--- src/rtl/mdc_pkg.sv ---
`default_nettype none
package mdc_pkg;

    // Geometry of the cache and the address split.
    localparam int ADDR_W          = 20;
    localparam int DATA_W          = 32;
    localparam int NUM_SETS        = 64;
    localparam int WORDS_PER_BLOCK = 4;
    localparam int TAG_W           = 12;
    localparam int SET_W           = $clog2(NUM_SETS);
    localparam int WORD_W          = $clog2(WORDS_PER_BLOCK);
    localparam int OFF_W           = SET_W + WORD_W;
    localparam int NUM_SLOTS       = NUM_SETS * WORDS_PER_BLOCK;

    // Field widths of the channels.
    localparam int ACTION_W  = 2;
    localparam int ORIGIN_W  = 3;
    localparam int CMD_W     = 2;
    localparam int REQ_W     = 2;
    localparam int CORE_ID_W = 2;

    localparam logic [WORD_W-1:0] LAST_WORD = WORD_W'(WORDS_PER_BLOCK - 1);

    // Input actions.
    localparam logic [ACTION_W-1:0] ACT_READ  = 2'd0;
    localparam logic [ACTION_W-1:0] ACT_WRITE = 2'd1;
    localparam logic [ACTION_W-1:0] ACT_SNOOP = 2'd2;

    // Bus commands.
    localparam logic [CMD_W-1:0] CMD_NONE  = 2'd0;
    localparam logic [CMD_W-1:0] CMD_READ  = 2'd1;
    localparam logic [CMD_W-1:0] CMD_RDX   = 2'd2;
    localparam logic [CMD_W-1:0] CMD_FLUSH = 2'd3;

    // Bus requests issued by this cache.
    localparam logic [REQ_W-1:0] REQ_NONE = 2'd0;
    localparam logic [REQ_W-1:0] REQ_READ = 2'd1;
    localparam logic [REQ_W-1:0] REQ_RDX  = 2'd2;

    // Bus origin of main memory.
    localparam logic [ORIGIN_W-1:0] ORIGIN_MEM = 3'd4;

    typedef enum logic [1:0] {
        MESI_I = 2'd0,
        MESI_S = 2'd1,
        MESI_E = 2'd2,
        MESI_M = 2'd3
    } mesi_t;

    typedef enum logic [1:0] {
        ST_IDLE,
        ST_LOOK,
        ST_FREAD,
        ST_FEMIT
    } state_t;

    typedef struct packed {
        logic [ACTION_W-1:0] action;
        logic [ADDR_W-1:0]   addr;
        logic [DATA_W-1:0]   word_data;
        logic                bus_grant;
        logic [ORIGIN_W-1:0] bus_origin;
        logic [CMD_W-1:0]    bus_command;
        logic                shared_line;
    } in_item_t;

    typedef struct packed {
        logic              hit;
        logic [DATA_W-1:0] read_data;
        logic [REQ_W-1:0]  bus_request;
        logic              flush_valid;
        logic [ADDR_W-1:0] flush_addr;
        logic [DATA_W-1:0] flush_data;
        logic              last;
    } out_item_t;

    // One entry of the tag store: tag and coherence state.
    typedef struct packed {
        logic [TAG_W-1:0] tag;
        mesi_t            state;
    } line_t;

    typedef struct packed {
        logic             en;
        logic [SET_W-1:0] set;
        line_t            line;
    } tag_wr_t;

    typedef struct packed {
        logic              en;
        logic [OFF_W-1:0]  slot;
        logic [DATA_W-1:0] data;
    } data_wr_t;

    function automatic logic [SET_W-1:0] set_of(input logic [ADDR_W-1:0] addr);
        return addr[OFF_W-1:WORD_W];
    endfunction

    function automatic logic [WORD_W-1:0] word_of(input logic [ADDR_W-1:0] addr);
        return addr[WORD_W-1:0];
    endfunction

    function automatic logic [OFF_W-1:0] slot_of(input logic [ADDR_W-1:0] addr);
        return addr[OFF_W-1:0];
    endfunction

    function automatic logic [TAG_W-1:0] tag_of(input logic [ADDR_W-1:0] addr);
        logic [ADDR_W+TAG_W-1:0] wide;
        wide = {{TAG_W{1'b0}}, addr} >> OFF_W;
        return wide[TAG_W-1:0];
    endfunction

    function automatic logic [ADDR_W-1:0] block_addr(input logic [ADDR_W-1:0] addr);
        return {addr[ADDR_W-1:WORD_W], {WORD_W{1'b0}}};
    endfunction

    // Word address rebuilt from a stored tag, a set and a word number.
    function automatic logic [ADDR_W-1:0] flush_addr(
        input logic [TAG_W-1:0]  tag,
        input logic [SET_W-1:0]  set,
        input logic [WORD_W-1:0] word
    );
        logic [TAG_W+OFF_W+ADDR_W-1:0] full;
        full = {{ADDR_W{1'b0}}, tag, set, word};
        return full[ADDR_W-1:0];
    endfunction

endpackage
`default_nettype wire

--- src/rtl/mdc_tag_mem.sv ---
`default_nettype none
module mdc_tag_mem (
    input  wire logic                       aclk,
    input  wire logic                       aresetn,
    input  wire logic                       rd_en,
    input  wire logic [mdc_pkg::SET_W-1:0]  rd_set,
    output mdc_pkg::line_t                  rd_line,
    input  mdc_pkg::tag_wr_t                wr
);

    mdc_pkg::line_t                  line_mem_reg [mdc_pkg::NUM_SETS];
    logic [mdc_pkg::NUM_SETS-1:0]    valid_reg;
    mdc_pkg::line_t                  rd_raw_reg;
    logic                            rd_valid_reg;

    // Storage array with a registered read port.
    always_ff @(posedge aclk) begin
        if (wr.en) begin
            line_mem_reg[wr.set] <= wr.line;
        end
        if (rd_en) begin
            rd_raw_reg <= line_mem_reg[rd_set];
        end
    end

    // A set that was never written reads as tag zero, state invalid.
    always_ff @(posedge aclk) begin
        if (!aresetn) begin
            valid_reg    <= '0;
            rd_valid_reg <= 1'b0;
        end else begin
            if (wr.en) begin
                valid_reg[wr.set] <= 1'b1;
            end
            if (rd_en) begin
                rd_valid_reg <= valid_reg[rd_set];
            end
        end
    end

    assign rd_line = rd_valid_reg ? rd_raw_reg
                                  : mdc_pkg::line_t'{tag: '0, state: mdc_pkg::MESI_I};

endmodule
`default_nettype wire

--- config.mk ---
export PLATFORM = sky130hd
export DESIGN_NAME = mdc_tag_mem
export DESIGN_NICKNAME = d
export VERILOG_FILES = /design/src/rtl/mdc_pkg.sv /design/src/rtl/mdc_tag_mem.sv
export SDC_FILE = /design/constraint.sdc
export NUM_CORES = 1
export LEC_CHECK = 0
export ABC_AREA = 1
export ABC_CLOCK_PERIOD_IN_PS = 2300
export BUFFER_PORTS_ARGS = -buffer_cell sky130_fd_sc_hd__buf_4
export CAP_MARGIN = 10
export CORE_MARGIN = 2
export CORE_UTILIZATION = 55
export CTS_BUF_LIST = sky130_fd_sc_hd__clkbuf_4 sky130_fd_sc_hd__clkbuf_8 sky130_fd_sc_hd__clkbuf_16
export DETAILED_ROUTE_END_ITERATION = 12
export PLACE_DENSITY_LB_ADDON = 0.08
export SLEW_MARGIN = 20
export SYNTH_ARGS = -nofsm -noshare
export SYNTH_HDL_FRONTEND = slang
export SYNTH_SLANG_ARGS = --single-unit
--- constraint.sdc ---
create_clock -name aclk -period 2.3 [get_ports aclk]
set_input_delay 0.46 -clock aclk [delete_from_list [all_inputs] [get_ports aclk]]
set_output_delay 0.46 -clock aclk [all_outputs]
set_load 0.02 [all_outputs]
Word level (Yosys, flattened, before mapping). Memory sizes are Yosys's and may differ from the RTL's. A register that Yosys moved wholly into a read port is not among the register bits. Cells that the tools add are included.

Memories kept: 1. Bits in registers: 65. Input bits: 30. Word-level logic and storage cells: 15. RAM bits: 896. Output and inout port bits: 14.

Order comparisons: 3. Bitwise logic cells: 1. Mux-type cells: 7. Reduce and logical (&&, ||, !) cells: 1.

Memories: line_mem_reg (depth 64, bits a word 14, read ports 1, clocked after Yosys merged registers in 1, wr ports 1, RTL line mdc_tag_mem.sv:11) `mdc_pkg::line_t line_mem_reg [mdc_pkg::NUM_SETS];`.

Operators by type and width (number): $or A64 B64 Y64 (1); $lt A6 B7 Y1 const B (2); $mux W14 (1); $bmux W1 S6 (1); $demux W1 S6 (1); $ge A6 B1 Y1 const B (1); $mux W1 (4); $logic_and A1 B1 Y1 (1).

Longest topological paths before layout.
Word-level depth: 5. Depth in mapped cells: 14. Depth with buffers taken out: 11.

Worst setup path after synthesis. No wires, ideal clock.

Path type: input to register. Start: in wr[20] (netlist bit). End: mem line_mem_reg[55][0] (netlist bit) (enable). Slack: 0.288 ns. Library setup time: 0.386 ns. Data required time: 1.914 ns. Arrival time: 1.627 ns. Stages on the path: 4. Path buffers: 0. Path through: clkinv_1 nor3_1 inv_1 nor2_1.

Cells in the longest elaborated chain, start to end: 2.

RTL lines: start: declaration (RTL line mdc_tag_mem.sv:8) `input mdc_pkg::tag_wr_t wr`; $mux W1 (RTL line mdc_tag_mem.sv:18) `if (wr.en) begin`; $mux W1 (not written as such) (RTL line mdc_tag_mem.sv:19) `line_mem_reg[wr.set] <= wr.line;`; end: declaration (RTL line mdc_tag_mem.sv:11).

Every way passes these cells.

==> impl_results.md <==
- Synth Cell Area: ~39000 µm²
- Ys Warns: 0
- # nets final: around 3400
- Largest net degree at the start of global routing: just under 80
- DP HPWL: approximately 62 mm
- Tot Pwr: between 0.03 and 0.04 W
- CP max stage cell: dfxtp_2
- Flop pwr share: 0.518
- Fmax: ~0.47 GHz
- Worst Max-Slew Pin Slew: around 910 ps
- Seq. cell area: around 29000 µm²
- Post-synth EDFFs: 910
- Largest delay contributor family on the critical path: flip-flops
- Max incr delay on CP: between 500 and 600 ps
- Core area: ~70000 µm²
- Outcome: complete, no violations
- PD cells: about 840 nW/µm²
- CTS tree: built
- Syn nets: about 3300
- CTS Hold Bufs: 0
- HP Class: input port to flop
- Comb power frac: 0.066
- Critical path class: flop to primary output
- Post-cts sizing count: 1
- DRT Wirelength: roughly 110 mm
- Sequential-to-total area share from yosys stat: 0.738
- Antenna-violating nets left: 0
- Top cell type's share of synthesized area: 0.705
- Root Driver: clkbuf_16
- Clock slew at reported path FFs: 60 ps
- Util after Layout: 0.641
- CP Launch Point: rd_valid_reg
- Pre-Repair DR Iteration Count: 6
- Commonest cells in the netlist: 910 x edfxtp_1, 652 x nor2_1, 551 x nand2_1
- Max-cap violations: 0
- Max Slew Vio Count: 0
- Rel. slew slack: 0.391
- Gr ovfl total: 0
- Synth unique cells: 17
- WP data required: about 1800 ps
- Vias in the first global route: 25500
- I/O pin count: 44
- Chip width: 270 µm
- Internal cell power: a little under 0.03 W
- Seq cells post-synth: slightly below 1000
- Top post-synthesis cells by area: edfxtp_1 70%, nor2_1 6.3%, nand2_1 5.3%, o21ai_0 5.2%, o22ai_1 3.6%
- RSZ-0062 raised after global routing: no
- GR Util All Layers: 0.296
- Count leader, synth: edfxtp_1
- PortBufs: 43
- Layout fillers: 5287
- Final setup TNS: 0 ps
- Crit path time final: roughly 2100 ps
- Initial antenna violation count: 3
- Starting Density: 0.555
- Levels on crit path: 3
- Placement Rows: 97
- DR iter-0 viols: about 3500
- Cell breakdown of the critical path: nand2_1 -> inv_1 -> buf_4
- Number of remaining DRC errors: 0
- Die Ht: 270 µm
- R2r startpoint: line_mem_reg[13][3]
- CP arrival: 1660 ps
- CP max FO: 15
- Worst-Skew Late Latency: 650 ps
- Worst Skew: approximately 14 ps
- Area leader, netlist: edfxtp_1
- CTS H-tree depth: 3
- Mapped Cells: ~3300
- Routability cong.: about 0.85
- Setup violations, final: 0
- Hold path depth: 1
- Die Area: roughly 73000 µm²
- Maximum vdd drop: roughly 0.00064 V
- Post-synth ARST share: 0
- Period utilization: 0.924
- NetSw: between 0.008 and 0.009 W
- Syn_area_per_cell: about 12 µm²
- CP endpoint kind: primary output
- Area of the multi-input gates: around 9000 µm²
- Startpoint Class: flop
- First-pass GRT wire length: between 150 and 200 mm
- DR vias/cell: between 6 and 7
- Share of layout cells above drive strength 1: 0.106
- Via count: about 26000
- Clock tree buffer depth: 3
- Ys flop type: edfxtp_1
- CP Buf/Inv Count: 2
- Post-CTS Setup Inserts: 0
- Pleak: approximately 15 nW
- Area Growth Syn to Fin: 15.6%
- Routed len/inst: 24.6 µm
- Max FFs per register: roughly 900
- CTS Sinks: a little under 1000
- Worst reg2reg path depth: 8
- Final Hold Violating Endpoints: 0
- Final worst slack: between 150 and 200 ps
- Clock Power Share: 0.416
- Hold Path Origin: rd_en
- TritonCTS Buffers: 96
- Switching Fraction: 0.221
- Pre-CTS setup slack: -137 ps
per-layer routing:
metal	track usage	routed length, µm	part of all wire
met5	0	0	0
met3	0.0401	8980	0.083
met1	0.421	44200	0.41
met4	0.113	3610	0.033
met2	0.470	51000	0.47
stage by stage:
| stage | std cells | hold WS, ps | cell area (µm²) |
|---|---|---|---|
| after floorplan | 3274 | 440 | 38800 |
| after global placement | 4198 | 448 | 41600 |
| after detailed placement | 4198 | 457 | 41600 |
| after CTS | 4377 | 221 | 44800 |
| after global routing | 4379 | 232 | 44800 |
| final | 4382 | 254 | 44800 |
cell families after synthesis:
logic type,synth area share
compound gates,0.0940
buf+inv,0.0311
simple gates,0.137
flops,0.738
cell usage in the layout (no fill, tap or decap):
| cell type | netlist | final |
|---|---|---|
| buf_12 | 0 | 94 |
| buf_4 | 26 | 103 |
| buf_6 | 7 | 1 |
| buf_8 | 0 | 1 |
| bufinv_16 | 0 | 8 |
| clkbuf_16 | 0 | 100 |
| clkbuf_4 | 0 | 24 |
| clkbuf_8 | 0 | 3 |
| clkinv_1 | 1 | 21 |
| clkinv_2 | 0 | 20 |
| clkinv_8 | 0 | 1 |
| clkinvlp_4 | 0 | 2 |
| dfxtp_1 | 65 | 64 |
| dfxtp_2 | 0 | 1 |
| diode_2 | 0 | 5 |
| edfxtp_1 | 910 | 910 |
| inv_1 | 49 | 46 |
| inv_2 | 2 | 2 |
| inv_4 | 0 | 1 |
| inv_6 | 0 | 2 |
| inv_8 | 0 | 1 |
| nand2_1 | 551 | 551 |
| nand3_1 | 143 | 143 |
| nor2_1 | 652 | 652 |
| nor3_1 | 14 | 14 |
| o21ai_0 | 403 | 403 |
| o21ai_1 | 45 | 45 |
| o22ai_1 | 224 | 224 |
area by class of cell:
type,instances,share of cell area
clock buffers,127,0.0608
diodes,5,0.000279
well taps,940,0.0262
clock inverters,52,0.0102
repair buffers,199,0.0598
flip-flops and latches,975,0.639
inverters,52,0.00469
multi-input cells,2032,0.200
path summary, 6_finish.rpt:
check        slack [ps]              to
max                 180      rd_line[9]
min                 250  rd_raw_reg[13]
max reg2reg         540   rd_raw_reg[3]
min reg2reg         470    valid_reg[8]
power groups by stage:
stage                     registers [W]  clock network [W]  logic, W
after CTS                        0.0196             0.0159   0.00247
after global placement           0.0200                  0   0.00242
after global routing             0.0196             0.0166   0.00269
final                            0.0196             0.0157   0.00249
after detailed placement         0.0200                  0   0.00246
after floorplan                  0.0199                  0   0.00128
Power figures use the tool's default switching activity.
